<file path="config.mk">
export PLATFORM = sky130hd
export DESIGN_NAME = i2c_master_bit_sequencer_top
export DESIGN_NICKNAME = d
export VERILOG_FILES = /design/src/rtl/i2cbs_pkg.sv /design/src/rtl/i2c_master_bit_sequencer_top.sv /design/src/rtl/i2cbs_apb.sv /design/src/rtl/i2cbs_engine.sv
export SDC_FILE = /design/constraint.sdc
export NUM_CORES = 1
export LEC_CHECK = 0
export BUFFER_PORTS_ARGS = -buffer_cell sky130_fd_sc_hd__buf_2
export CAP_MARGIN = 15
export CORE_AREA = 5 5 128 130
export DETAILED_ROUTE_END_ITERATION = 10
export DIE_AREA = 0 0 133 135
export SLEW_MARGIN = 5
export SYNTH_ARGS = -nofsm -noshare
export SYNTH_HDL_FRONTEND = slang
export SYNTH_SLANG_ARGS = --single-unit
</file>
<file path="constraint.sdc">
create_clock -name i_clk -period 8.8 [get_ports i_clk]
set_input_delay 0 -clock i_clk [delete_from_list [all_inputs] [get_ports i_clk]]
set_output_delay 0 -clock i_clk [all_outputs]
set_load 0.02 [all_outputs]
</file>
<file path="src/rtl/i2cbs_pkg.sv">
// Package for the I2C master bit sequencer: command and status codes, the
// one-hot sequence states, register map constants and the word structs.
// Used by every module of the block; depends on nothing.
`default_nettype none

package i2cbs_pkg;

    // Width of the configuration data bus and of the byte address.
    localparam int unsigned DataW = 32;
    localparam int unsigned AddrW = 3;

    // Register indexes.
    localparam logic [AddrW-3:0] REG_DELAY = '0;

    // Reset value of the phase length.
    localparam logic [7:0] DELAY_RESET = 8'd10;

    // Command codes carried by each input word.
    localparam logic [2:0] CMD_TICK    = 3'd0;
    localparam logic [2:0] CMD_START   = 3'd1;
    localparam logic [2:0] CMD_STOP    = 3'd2;
    localparam logic [2:0] CMD_WRITE   = 3'd3;
    localparam logic [2:0] CMD_READ    = 3'd4;
    localparam logic [2:0] CMD_RECOVER = 3'd5;

    // Completion status codes.
    localparam logic [1:0] STS_OK         = 2'd0;
    localparam logic [1:0] STS_START_FAIL = 2'd1;
    localparam logic [1:0] STS_NACK       = 2'd2;

    // Number of data bits in one byte transfer.
    localparam logic [3:0] BYTE_BITS = 4'd8;

    typedef enum logic [6:0] {
        S_IDLE   = 7'b0000001,
        S_START  = 7'b0000010,
        S_STOP   = 7'b0000100,
        S_WRITE  = 7'b0001000,
        S_READ   = 7'b0010000,
        S_RPULSE = 7'b0100000,
        S_RSTOP  = 7'b1000000
    } t_seq_state;

    typedef struct packed {
        logic [2:0] cmd;
        logic [7:0] data_byte;
        logic       send_ack;
        logic       sda_sample;
    } t_item;

    typedef struct packed {
        logic       scl_level;
        logic       sda_level;
        logic       busy_res;
        logic       done_res;
        logic [1:0] status;
        logic [7:0] read_byte;
        logic       rejected;
    } t_result;

endpackage

`default_nettype wire

</file>
<file path="src/rtl/i2c_master_bit_sequencer_top.sv">
// Top level of the I2C master bit sequencer: input and result registers,
// handshake control, and instances of i2cbs_apb and i2cbs_engine.
// Depends on i2cbs_pkg and both submodules.
//
// Usage. Every input word is one bus tick: it carries the sampled SDA level
// and, while the sequencer is idle, may carry a command (start, stop, write
// byte, read byte, bus recovery). Each accepted word yields exactly one
// result word with the SCL and SDA drive levels, busy and done flags, the
// status of the last finished command, the last read byte, and a flag that
// marks a command that came while busy and was dropped.
// Both channels use valid/ready. An accepted word is held in an input
// register; once the result register can take a result, the engine updates
// its state from that word and the result lands in the output register.
// One word is taken every cycle while results drain.
// When the receiver stalls, the result register holds, the input register
// fills, and ready drops until the receiver takes the waiting result.
// Reset (synchronous, active low) empties both registers, returns the engine
// to idle with both lines released, and sets the phase length to 10 ticks.
// The phase length register sits at byte address 0 of the APB-style port
// and should be written only while the sequencer is idle.
`default_nettype none

module i2c_master_bit_sequencer_top (
    input  wire logic                        i_clk,
    input  wire logic                        i_rst_n,
    // Input channel
    input  wire logic                        i_in_valid,
    output logic                             o_in_ready,
    input  wire logic [2:0]                  i_cmd,
    input  wire logic [7:0]                  i_data_byte,
    input  wire logic                        i_send_ack,
    input  wire logic                        i_sda_sample,
    // Result channel
    output logic                             o_out_valid,
    input  wire logic                        i_out_ready,
    output logic                             o_scl_level,
    output logic                             o_sda_level,
    output logic                             o_busy_res,
    output logic                             o_done_res,
    output logic      [1:0]                  o_status,
    output logic      [7:0]                  o_read_byte,
    output logic                             o_rejected,
    // Configuration port
    input  wire logic                        psel,
    input  wire logic                        penable,
    input  wire logic                        pwrite,
    input  wire logic [i2cbs_pkg::AddrW-1:0] paddr,
    input  wire logic [i2cbs_pkg::DataW-1:0] pwdata,
    output logic      [i2cbs_pkg::DataW-1:0] prdata,
    output logic                             pready
);
    import i2cbs_pkg::*;

    logic       r_in_vld, n_in_vld;
    t_item      r_in;
    logic       r_out_vld, n_out_vld;
    t_result    r_out;
    t_result    step_res;
    logic       out_free;
    logic       step_en;
    logic       in_take;
    logic [7:0] delay_ticks;

    i2cbs_apb u_apb (
        .i_clk         (i_clk),
        .i_rst_n       (i_rst_n),
        .psel          (psel),
        .penable       (penable),
        .pwrite        (pwrite),
        .paddr         (paddr),
        .pwdata        (pwdata),
        .prdata        (prdata),
        .pready        (pready),
        .o_delay_ticks (delay_ticks)
    );

    // The engine advances only when a word sits in the input register and
    // the result register can take its result.
    assign out_free   = !r_out_vld || i_out_ready;
    assign step_en    = r_in_vld && out_free;
    assign o_in_ready = !r_in_vld || step_en;
    assign in_take    = i_in_valid && o_in_ready;

    i2cbs_engine u_engine (
        .i_clk         (i_clk),
        .i_rst_n       (i_rst_n),
        .i_en          (step_en),
        .i_item        (r_in),
        .i_delay_ticks (delay_ticks),
        .o_res         (step_res)
    );

    always_comb begin
        n_in_vld = r_in_vld;
        if (in_take) begin
            n_in_vld = 1'b1;
        end else if (step_en) begin
            n_in_vld = 1'b0;
        end

        n_out_vld = r_out_vld;
        if (step_en) begin
            n_out_vld = 1'b1;
        end else if (i_out_ready) begin
            n_out_vld = 1'b0;
        end
    end

    always_ff @(posedge i_clk) begin
        if (!i_rst_n) begin
            r_in_vld  <= 1'b0;
            r_out_vld <= 1'b0;
        end else begin
            r_in_vld  <= n_in_vld;
            r_out_vld <= n_out_vld;
        end
    end

    // Payload registers carry no reset; their valid bits gate them.
    always_ff @(posedge i_clk) begin
        if (in_take) begin
            r_in.cmd        <= i_cmd;
            r_in.data_byte  <= i_data_byte;
            r_in.send_ack   <= i_send_ack;
            r_in.sda_sample <= i_sda_sample;
        end
        if (step_en) begin
            r_out <= step_res;
        end
    end

    assign o_out_valid = r_out_vld;
    assign o_scl_level = r_out.scl_level;
    assign o_sda_level = r_out.sda_level;
    assign o_busy_res  = r_out.busy_res;
    assign o_done_res  = r_out.done_res;
    assign o_status    = r_out.status;
    assign o_read_byte = r_out.read_byte;
    assign o_rejected  = r_out.rejected;

endmodule

`default_nettype wire

</file>
<file path="src/rtl/i2cbs_apb.sv">
// Configuration register file of the I2C master bit sequencer (phase length).
// APB-style slave with zero wait states; depends on i2cbs_pkg.
`default_nettype none

module i2cbs_apb (
    input  wire logic                        i_clk,
    input  wire logic                        i_rst_n,
    input  wire logic                        psel,
    input  wire logic                        penable,
    input  wire logic                        pwrite,
    input  wire logic [i2cbs_pkg::AddrW-1:0] paddr,
    input  wire logic [i2cbs_pkg::DataW-1:0] pwdata,
    output logic      [i2cbs_pkg::DataW-1:0] prdata,
    output logic                             pready,
    output logic      [7:0]                  o_delay_ticks
);
    import i2cbs_pkg::*;

    logic [7:0]       r_delay;
    logic [7:0]       n_delay;
    logic [AddrW-3:0] reg_idx;
    logic             wr_hit;

    assign pready  = 1'b1;
    assign reg_idx = paddr[AddrW-1:2];
    assign wr_hit  = psel && penable && pwrite && pready && (reg_idx == REG_DELAY);

    always_comb begin
        n_delay = r_delay;
        if (wr_hit) begin
            n_delay = pwdata[7:0];
        end
    end

    always_ff @(posedge i_clk) begin
        if (!i_rst_n) begin
            r_delay <= DELAY_RESET;
        end else begin
            r_delay <= n_delay;
        end
    end

    always_comb begin
        prdata = '0;
        if (reg_idx == REG_DELAY) begin
            prdata = {{(DataW-8){1'b0}}, r_delay};
        end
    end

    assign o_delay_ticks = r_delay;

endmodule

`default_nettype wire

</file>
<file path="src/rtl/i2cbs_engine.sv">
// Sequencing engine of the I2C master bit sequencer: the bus state registers
// and the next-state logic that handles one input word per enabled cycle.
// Depends on i2cbs_pkg.
`default_nettype none

module i2cbs_engine (
    input  wire logic               i_clk,
    input  wire logic               i_rst_n,
    input  wire logic               i_en,
    input  wire i2cbs_pkg::t_item   i_item,
    input  wire logic [7:0]         i_delay_ticks,
    output i2cbs_pkg::t_result      o_res
);
    import i2cbs_pkg::*;

    typedef struct packed {
        logic       scl;
        logic       sda;
        logic [7:0] shift;
    } t_lines;

    // Line levels driven on entry to a phase.
    function automatic t_lines phase_lines(
        input t_seq_state st,
        input logic [1:0] ph,
        input logic [3:0] bits,
        input logic [7:0] shift,
        input logic       ack,
        input logic       scl,
        input logic       sda
    );
        t_lines l;
        l = '{scl: scl, sda: sda, shift: shift};
        case (st)
            S_START: begin
                if (ph == 2'd0) begin
                    l.scl = 1'b1;
                    l.sda = 1'b1;
                end else begin
                    l.sda = 1'b0;
                end
            end
            S_STOP, S_RSTOP: begin
                case (ph)
                    2'd0:    l.scl = 1'b0;
                    2'd1:    l.sda = 1'b0;
                    2'd2:    l.scl = 1'b1;
                    default: l.sda = 1'b1;
                endcase
            end
            S_WRITE: begin
                if (ph == 2'd0) begin
                    l.scl = 1'b0;
                end else if (ph == 2'd1) begin
                    if (bits < BYTE_BITS) begin
                        l.sda   = shift[7];
                        l.shift = {shift[6:0], 1'b0};
                    end else begin
                        l.sda = 1'b1;
                    end
                end else begin
                    l.scl = 1'b1;
                end
            end
            S_READ: begin
                if (bits < BYTE_BITS) begin
                    if (ph == 2'd0) begin
                        l.scl = 1'b0;
                        l.sda = 1'b1;
                    end else begin
                        l.scl = 1'b1;
                    end
                end else begin
                    case (ph)
                        2'd0:    l.scl = 1'b0;
                        2'd1:    l.sda = !ack;
                        2'd2:    l.scl = 1'b1;
                        default: l.scl = 1'b0;
                    endcase
                end
            end
            S_RPULSE: begin
                l.scl = (ph != 2'd0);
            end
            default: begin
            end
        endcase
        return l;
    endfunction

    t_seq_state r_state, n_state;
    logic [1:0] r_phase, n_phase;
    logic [3:0] r_bits,  n_bits;
    logic [7:0] r_shift, n_shift;
    logic [7:0] r_tick,  n_tick;
    logic       r_scl,   n_scl;
    logic       r_sda,   n_sda;
    logic [1:0] r_status, n_status;
    logic       r_ack,   n_ack;
    logic [7:0] r_hold,  n_hold;

    logic       go_en;
    t_seq_state go_st;
    logic [1:0] go_ph;
    logic       fin_en;
    logic [1:0] fin_st;
    logic       rej;
    logic [7:0] tick_dec;
    t_lines     lines;
    logic       sda_in;

    assign sda_in = i_item.sda_sample;

    always_comb begin
        n_state  = r_state;
        n_phase  = r_phase;
        n_bits   = r_bits;
        n_shift  = r_shift;
        n_tick   = r_tick;
        n_scl    = r_scl;
        n_sda    = r_sda;
        n_status = r_status;
        n_ack    = r_ack;
        n_hold   = r_hold;
        go_en    = 1'b0;
        go_st    = r_state;
        go_ph    = r_phase;
        fin_en   = 1'b0;
        fin_st   = STS_OK;
        rej      = 1'b0;
        tick_dec = r_tick;
        lines    = '{scl: r_scl, sda: r_sda, shift: r_shift};

        if (r_state == S_IDLE) begin
            case (i_item.cmd)
                CMD_START: begin
                    go_en = 1'b1;
                    go_st = S_START;
                    go_ph = 2'd0;
                end
                CMD_STOP: begin
                    go_en = 1'b1;
                    go_st = S_STOP;
                    go_ph = 2'd0;
                end
                CMD_WRITE: begin
                    n_shift = i_item.data_byte;
                    n_bits  = '0;
                    go_en   = 1'b1;
                    go_st   = S_WRITE;
                    go_ph   = 2'd0;
                end
                CMD_READ: begin
                    n_shift = '0;
                    n_bits  = '0;
                    n_ack   = i_item.send_ack;
                    go_en   = 1'b1;
                    go_st   = S_READ;
                    go_ph   = 2'd0;
                end
                CMD_RECOVER: begin
                    if (sda_in) begin
                        fin_en = 1'b1;
                        fin_st = STS_OK;
                    end else begin
                        go_en = 1'b1;
                        go_st = S_RPULSE;
                        go_ph = 2'd0;
                    end
                end
                default: begin
                end
            endcase
        end else begin
            rej      = (i_item.cmd != CMD_TICK);
            tick_dec = (r_tick != 8'd0) ? r_tick - 8'd1 : 8'd0;
            n_tick   = tick_dec;
            if (tick_dec == 8'd0) begin
                case (r_state)
                    S_START: begin
                        if (r_phase == 2'd0) begin
                            if (!sda_in) begin
                                fin_en = 1'b1;
                                fin_st = STS_START_FAIL;
                            end else begin
                                go_en = 1'b1;
                                go_st = S_START;
                                go_ph = 2'd1;
                            end
                        end else if (r_phase == 2'd1) begin
                            if (sda_in) begin
                                fin_en = 1'b1;
                                fin_st = STS_START_FAIL;
                            end else begin
                                go_en = 1'b1;
                                go_st = S_START;
                                go_ph = 2'd2;
                            end
                        end else begin
                            fin_en = 1'b1;
                            fin_st = STS_OK;
                        end
                    end
                    S_STOP, S_RSTOP: begin
                        if (r_phase != 2'd3) begin
                            go_en = 1'b1;
                            go_st = r_state;
                            go_ph = r_phase + 2'd1;
                        end else begin
                            fin_en = 1'b1;
                            fin_st = STS_OK;
                        end
                    end
                    S_WRITE: begin
                        if (r_phase < 2'd2) begin
                            go_en = 1'b1;
                            go_st = S_WRITE;
                            go_ph = r_phase + 2'd1;
                        end else if (r_bits < BYTE_BITS) begin
                            n_bits = r_bits + 4'd1;
                            go_en  = 1'b1;
                            go_st  = S_WRITE;
                            go_ph  = 2'd0;
                        end else begin
                            // SCL goes low on the tick the acknowledge is sampled.
                            n_scl  = 1'b0;
                            fin_en = 1'b1;
                            fin_st = sda_in ? STS_NACK : STS_OK;
                        end
                    end
                    S_READ: begin
                        if (r_bits < BYTE_BITS) begin
                            if (r_phase == 2'd0) begin
                                go_en = 1'b1;
                                go_st = S_READ;
                                go_ph = 2'd1;
                            end else begin
                                n_shift = {r_shift[6:0], sda_in};
                                n_bits  = r_bits + 4'd1;
                                go_en   = 1'b1;
                                go_st   = S_READ;
                                go_ph   = 2'd0;
                            end
                        end else if (r_phase != 2'd3) begin
                            go_en = 1'b1;
                            go_st = S_READ;
                            go_ph = r_phase + 2'd1;
                        end else begin
                            n_hold = r_shift;
                            fin_en = 1'b1;
                            fin_st = STS_OK;
                        end
                    end
                    S_RPULSE: begin
                        go_en = 1'b1;
                        if (r_phase == 2'd0) begin
                            go_st = S_RPULSE;
                            go_ph = 2'd1;
                        end else if (sda_in) begin
                            go_st = S_RSTOP;
                            go_ph = 2'd0;
                        end else begin
                            go_st = S_RPULSE;
                            go_ph = 2'd0;
                        end
                    end
                    default: begin
                        fin_en = 1'b1;
                        fin_st = STS_OK;
                    end
                endcase
            end
        end

        if (go_en) begin
            lines   = phase_lines(go_st, go_ph, n_bits, n_shift, n_ack, n_scl, n_sda);
            n_state = go_st;
            n_phase = go_ph;
            n_scl   = lines.scl;
            n_sda   = lines.sda;
            n_shift = lines.shift;
            // A phase length of zero behaves as one tick.
            n_tick  = (i_delay_ticks == 8'd0) ? 8'd1 : i_delay_ticks;
        end
        if (fin_en) begin
            n_state  = S_IDLE;
            n_phase  = 2'd0;
            n_tick   = 8'd0;
            n_status = fin_st;
        end
    end

    always_ff @(posedge i_clk) begin
        if (!i_rst_n) begin
            r_state  <= S_IDLE;
            r_phase  <= 2'd0;
            r_bits   <= '0;
            r_shift  <= '0;
            r_tick   <= '0;
            r_scl    <= 1'b1;
            r_sda    <= 1'b1;
            r_status <= STS_OK;
            r_ack    <= 1'b0;
            r_hold   <= '0;
        end else if (i_en) begin
            r_state  <= n_state;
            r_phase  <= n_phase;
            r_bits   <= n_bits;
            r_shift  <= n_shift;
            r_tick   <= n_tick;
            r_scl    <= n_scl;
            r_sda    <= n_sda;
            r_status <= n_status;
            r_ack    <= n_ack;
            r_hold   <= n_hold;
        end
    end

    always_comb begin
        o_res.scl_level = n_scl;
        o_res.sda_level = n_sda;
        o_res.busy_res  = (n_state != S_IDLE);
        o_res.done_res  = fin_en;
        o_res.status    = n_status;
        o_res.read_byte = n_hold;
        o_res.rejected  = rej;
    end

endmodule

`default_nettype wire

</file>
==> results of run 1 <==
## per-layer routing
metal	vias up	GRT usage	share of wire
li1	2255	-	-
met1	2255	0.189	0.43
met2	176	0.267	0.49
met3	30	0.0242	0.055
met4	0	0.0693	0.028
met5	-	0	0
## sequential cells by signal (all words and copies together), names as in the netlist, 2 cells and up
name	flops
o_read_byte	8
o_status	2
r_in	13
u_apb.o_delay_ticks	8
u_engine.r_bits	4
u_engine.r_hold	8
u_engine.r_phase	2
u_engine.r_shift	8
u_engine.r_state	7
u_engine.r_status	2
u_engine.r_tick	8
## power by group
group          internal (mW)  total (mW)  leakage, nW  switching (mW)
clock network          0.209       0.360        0.134           0.151
registers              0.398       0.416        0.684          0.0182
logic                 0.0717       0.196         1.43           0.124
## worst max-delay path, cell delays in order (launching register included)
cell	delay [ns]
dfxtp_1	0.39
inv_1	0.11
ha_1	0.30
nor4b_1	0.33
a22oi_1	0.17
o211ai_2	0.42
nand3_1	0.36
mux2i_1	0.50
inv_1	0.17
ha_1	0.29
or4_1	0.50
and4bb_1	0.24
a2111oi_4	0.33
nor2_1	0.07
## layout make-up
| type | count | area (um2) | area share |
|---|---|---|---|
| clock buffers | 12 | 258 | 0.0434 |
| well taps | 188 | 235 | 0.0396 |
| flip-flops and latches | 80 | 1880 | 0.317 |
| multi-input cells | 464 | 2960 | 0.498 |
| clock inverters | 4 | 28.8 | 0.00485 |
| inverters | 15 | 56.3 | 0.00949 |
| repair buffers | 79 | 518 | 0.0873 |
## layout by cell type, fill, tap and decap left out, drive strengths merged, types with 6 or more instances in the layout
master and instances:
nand2 81, buf 56, dfxtp 52, nor2 48, edfxtp 28, o21ai 26
conb 25, a21boi 24, dlygate4sd3 23, a21oi 22, nand3 20, nor2b 17
mux2i 17, nor3 15, inv 14, clkbuf 12, mux2 11, and2 9
nor4 9, a221o 8, ha 8, o211ai 7, or4 6
## worst min-delay path by stage
stage	startpoint	depth (start not counted)	slack (ns)	endpoint
6_report	pwrite	4	0.22	u_apb.o_delay_ticks[1]
3_3_place_gp	i_send_ack	1	0.18	r_in[1]
4_1_cts	penable	4	0.20	u_apb.o_delay_ticks[1]
5_1_grt	penable	4	0.26	u_apb.o_delay_ticks[1]
2_1_floorplan	paddr[2]	1	0.08	prdata[0]
3_5_place_dp	i_data_byte[2]	1	0.18	r_in[4]
## stage by stage
stage                     hold slack [ns]  cell area (um2)  power, mW  setup slack [ns]  cells
after floorplan                    0.0781             5250      0.566              5.11    622
after CTS                           0.204             5930      0.978              4.43    842
final                               0.219             5930      0.972              4.34    842
after global placement              0.177             5420      0.607              4.55    803
after global routing                0.256             5930       1.02              3.95    842
after detailed placement            0.178             5420      0.609              4.47    803
## cell usage after synthesis (14+ instances only)
master / count / area (um2)
a21oi_1: 22 / 110
mux2i_1: 17 / 170
nor3_1: 14 / 70.1
nor2b_1: 17 / 106
nand2_1: 81 / 304
edfxtp_1: 28 / 841
o21ai_0: 14 / 70.1
nand3_1: 20 / 100
a21boi_0: 19 / 143
dfxtp_1: 52 / 1040
clkbuf_1: 26 / 97.6
buf_4: 27 / 203
nor2_1: 48 / 180
## what timing repair did
item,in CTS,in global routing
hold buffers,23,0
endpoints found under the hold margin,23,0
resized for setup,0,0
setup endpoints to repair,0,0
## cell families (layout without fill, tap and decap cells)
group                      count (synthesis)  after routing
and+or+nand+nor                          252            252
adders and majority gates                  8              8
AOI/OAI and AO/OA                        143            143
other                                      2             25
DFF                                       80             80
xor gates and xnor gates                   8              8
muxes                                     28             28
buffers and inverters                     78            110
==> results.md, run 1 <==
- Filler cells: 1494
- Final WL: roughly 14000 um
- NumNets Final: about 710
- Fmax: between 0.2 and 0.25 GHz
- Largest family of logic cells by synthesized area: simple AND/OR/NAND/NOR gates
- Pleak: approximately 2.2 nW
- Multiplexer share of the synthesized area: 0.0570
- Clk sinks: 80
- Yosys reg bits: 80
- Worst path arrival time: between 4 and 5 ns
- DR vias: roughly 4700
- Clock-pin slew of the registers on the worst-case setup and hold paths: 0.06 ns
- Post-synthesis instance area: 5160 um2
- Routed WL per cell: between 15 and 20 um
- Htree depth: 3
- DR DRC count: 0
- Area delta synth->final: 15.0%
- Vias/cell: 5.60
- Distinct cells, synth: 80
- Yosys warns: 0
- Drt first pass iters: 4
- Root Buffer: clkbuf_16
- Number of max-cap violations: 0
- Initial antenna violation count: 0
- Global-route wire length before repair: 22900 um
- Ant diodes: 0
- CP Max Fanout: 10
- Synth Instances: around 600
- Cell area power density: roughly 160 nW/um2
- Post-CTS setup buffers: 0
- Reg2Reg Setup Slack: roughly 4.3 ns
- Final Critical Period: 4.46 ns
- VDD IR-drop max: 0.0926 mV
- Num CTS Buffers: 9
- Ys async rst share: 0
- Startpoint types: flop
- Vias in the first global route: between 4000 and 5000
- Share of layout cells above drive strength 1: 0.153
- Critical Path Sink: o_sda_level
- Core area: 15000 um2
- Post-Synth Adder-Cell Area: 0.0194
- Fin. max-slew vios: 0
- Outcome: finished, final reports clean
- DIE HEIGHT: 135 um
- # rows: 45
- Initial DRC count: 355
- CTS tree: done
- Die width: 133 um
- Clock Latency Late Sink: roughly 0.34 ns
- Slew @ Worst Pin: between 1 and 1.5 ns
- Largest net degree at the start of global routing: 54
- Final TNS setup: 0 ns
- XOR/XNOR Fraction of Synth Area: 0.0136
- Worst min path class: primary input to flop
- Routability cong.: 0.898
- Buffers on Ports: 53
- Worst Setup Path Type: flop to flop
- Final core occ: 0.395
- Slew headroom: 0.280
- R2r endpoint: o_sda_level
- Fin crit share: 0.507
- Worst flop-to-flop path startpoint: u_engine.r_tick[0]
- Die ar.: 18000 um2
- Data required, critical path: 8.88 ns
- DP HPWL: ~9700 um
- DRT antenna net count: 0
- Initial Util: 0.343
- Ports: roughly 110
- Avg Inst Size Synth: roughly 8.6 um2
- Compound-Gate Fraction of Synth Area: 0.208
- Number of synthesized flops with an enable pin: 28
- Main synth FF type: dfxtp_1
- Post-synthesis simple-gate area fraction: 0.257
- Finish-stage setup viols: 0
- RSZ-0062 raised after global routing: false
- Worst Skew: approximately 0.0080 ns
- Grt ovf: 0
- Maximum clock path buffer count: 2
- Seq/Total Area, Yosys: 0.365
- Gr usage total: 0.154
- Final hold violations: 0
- Worst Setup End Kind: flop
- Reg2Reg Depth: 13
- Crit path launch: u_engine.r_tick[0]
Note: power is estimated with default switching activity, not from simulation.
==> inputs of run 2 (changes only) <==
ABC_AREA = 1   (was default)
CORE_AREA = 5 5 126 128   (was 5 5 128 130)
DIE_AREA = 0 0 131 133   (was 0 0 133 135)
clock period = 4.1 ns   (was 8.8 ns; I/O delays follow)
==> run 2 against run 1 <==
Die area fell by 3.0%. Combinational power rose to 5.1 times the previous value. Synthesized cell count rose by 18%. Power rose to 2.8 times the previous value. Clock skew rose by 0.0015 ns. Non-clock buffer count rose by 1. Critical path depth rose by 11. Sequential power rose by 120%. Global-route usage fell by 1.2 points. Routed wire length fell by 13%. Clock power rose by 130%. Highest routed layer unchanged.
==> results.md, run 2 <==
- Most common cell in the netlist: nand2_1
- Final TNS setup: 0 ns
- DP HPWL: approximately 8800 um
- Routed WL per cell: 12.7 um
- DR DRC count: 0
- Reg area: around 1900 um2
- RSZ-0062 raised after global routing: false
- Htree depth: 3
- Vias/cell: 4.73
- Vias in the first global route: roughly 4000
- Placed Instance Area: about 5300 um2
- Initial DRC count: about 270
- Routability cong.: between 0.8 and 0.9
- Core area: between 10000 and 15000 um2
- # rows: 45
- Die ar.: around 17000 um2
- Die width: roughly 130 um
- Clock Latency Late Sink: between 0.3 and 0.4 ns
- Multi-input gate area: 2560 um2
- Main synth FF type: dfxtp_1
- Worst Setup End Kind: flop
- Distinct cells, synth: 44
- VDD IR-drop max: 0.195 mV
- Avg Inst Size Synth: approximately 7 um2
- Number of flip-flops under the largest register name: 13
- Ranking of synthesized cells by area: dfxtp_1 21%, edfxtp_1 17%, nand2_1 10%
- Synth Instances: just over 700
- Final Instance Area: ~6000 um2
- Cell area power density: around 470 nW/um2
- DR vias: 4594
- Finish-stage setup viols: 0
- Hold path cells: 2
- Filler cells: 1577
- Reg2Reg Depth: 24
- Final Critical Period: 3.43 ns
- Initial antenna violation count: 0
- Share of layout cells above drive strength 1: 0.149
- CP Max Fanout: 9
- Global-route wire length before repair: between 20000 and 25000 um
- Fmax: a little under 0.3 GHz
- Clk sinks: 80
- DRT antenna net count: 0
- Number of synthesized flops with an enable pin: 28
- Most common cell after layout, fill and taps aside: nand2_1
- Slew @ Worst Pin: roughly 0.75 ns
- Worst min path class: primary input to flop
- Synth top cells by count: 135 x nand2_1, 88 x inv_1, 85 x nor2_1
- Number of max-cap violations: 0
- Yosys reg bits: 80
- Fin. max-slew vios: 0
- Most frequent cells in the layout: 135 x nand2_1, 88 x inv_1, 85 x nor2_1, 64 x a21oi_1, 53 x buf_2
- Pleak: ~2.5 nW
- Initial Util: 0.339
- Ports: ~110
- Buffers on Ports: 53
- Worst path arrival time: roughly 3.6 ns
- Startpoint types: flop
- Post-synthesis instance area: around 5000 um2
- Drt first pass iters: 6
- Root Buffer: clkbuf_16
- Biggest register: r_in
- Grt ovf: 0
- Clock-pin slew of the registers on the worst-case setup and hold paths: about 0.06 ns
- Post-CTS setup buffers: 0
- Ant diodes: 0
- Slew headroom: 0.500
- Gr usage total: 0.142
- Yosys warns: 0
- DIE HEIGHT: 133 um
- NumNets Final: approximately 840
- Data required, critical path: between 4 and 5 ns
- Outcome: finished, final reports clean
- Fin crit share: 0.837
- Leading area contributor after synthesis: dfxtp_1
- Post-cts gate resize count: 0
- Synth top area share: 0.208
- Maximum clock path buffer count: 2
- Num CTS Buffers: 9
- Final hold violations: 0
- CTS tree: done
- Worst Skew: roughly 0.0095 ns
- Worst Setup Path Type: flop to flop
- Final WL: 12300 um
- Largest net degree at the start of global routing: 38
- Area delta synth->final: 17.7%
- Seq/Total Area, Yosys: 0.377
- Ys async rst share: 0
run 2: changes by cell type after synthesis, moves of 17 or more:
cell      change
nor2_1       +37
inv_1        +75
nor2b_1      -17
nand3_1      +26
mux2i_1      -17
a21boi_0     -19
o21ai_0      +35
nand2_1      +54
a21oi_1      +42
run 2: worst max-delay path: stages, from the launching register on:
cell      delay, ns
dfxtp_1        0.31
inv_1          0.19
ha_1           0.19
inv_1          0.06
nor3_4         0.11
nand2_2        0.14
nand3_1        0.15
nand2_2        0.08
nor2_4         0.26
nand3b_1       0.16
inv_1          0.10
nand2_1        0.06
nand2_1        0.13
inv_1          0.11
ha_1           0.25
inv_1          0.11
nand2_1        0.07
inv_1          0.07
nand2_2        0.07
nor2_4         0.12
nand4_4        0.19
clkinv_4       0.14
nand2_1        0.05
nand3_1        0.08
a21oi_1        0.08
run 2: power by group:
| group | internal, mW | leakage (nW) | switching (mW) |
|---|---|---|---|
| Clock | 0.460 | 0.148 | 0.351 |
| Sequential | 0.888 | 0.692 | 0.0399 |
| Combinational | 0.290 | 1.69 | 0.713 |
run 2: area by class of cell:
| class | count | share of cell area |
|---|---|---|
| Clock buffer | 10 | 0.0426 |
| Inverter | 96 | 0.0626 |
| Multi-Input combinational cell | 511 | 0.436 |
| Sequential cell | 80 | 0.320 |
| Timing Repair Buffer | 80 | 0.0898 |
| Clock inverter | 6 | 0.00915 |
| Tap cell | 188 | 0.0400 |
run 2: routing by layer:
layer,vias up,wire (um),GRT usage
met5,-,0,0
met4,0,201,0.0446
met3,15,669,0.0279
met2,117,5450,0.209
met1,2045,5970,0.208
li1,2417,-,-
run 2: worst paths after layout:
path | startpoint | slack (ns) | end
min reg2reg | u_engine.r_shift[6] | 0.47 | u_engine.r_shift[6]
max | u_engine.r_tick[0] | 0.67 | u_engine.r_shift[6]
min | i_rst_n | 0.02 | u_engine.r_state[0]
max reg2reg | u_engine.r_tick[0] | 0.67 | u_engine.r_shift[6]
run 2: timing repair:
action | 4_1_cts | 5_1_grt
hold endpoints to repair | 23 | 0
hold buffers | 24 | 0
setup endpoints to repair | 0 | 0
run 2: cell families (layout without fill, tap and decap cells):
family | count (synthesis) | in the layout | share of synthesized area
adder cells (fa/ha/maj) | 8 | 8 | 0.0200
AND/OR/NAND/NOR | 324 | 324 | 0.307
buffers and inverters | 139 | 192 | 0.127
flip-flops | 80 | 80 | 0.377
other | 2 | 25 | 0.00150
XOR/XNOR | 2 | 2 | 0.00351
AO/OA/AOI/OAI | 152 | 152 | 0.164
run 2: metrics by stage:
| step | hold slack [ns] | setup WS (ns) | instances | util | power [mW] |
|---|---|---|---|---|---|
| after floorplan | 0.0989 | 1.13 | 730 | - | 1.73 |
| after global placement | 0.177 | 0.662 | 931 | 0.362 | 1.93 |
| after detailed placement | 0.178 | 0.670 | 931 | 0.362 | 1.93 |
| after CTS | 0.0108 | 0.646 | 971 | 0.399 | 2.77 |
| after global routing | 0.0396 | 0.312 | 971 | 0.399 | 2.92 |
| final | 0.0181 | 0.669 | 971 | 0.399 | 2.74 |
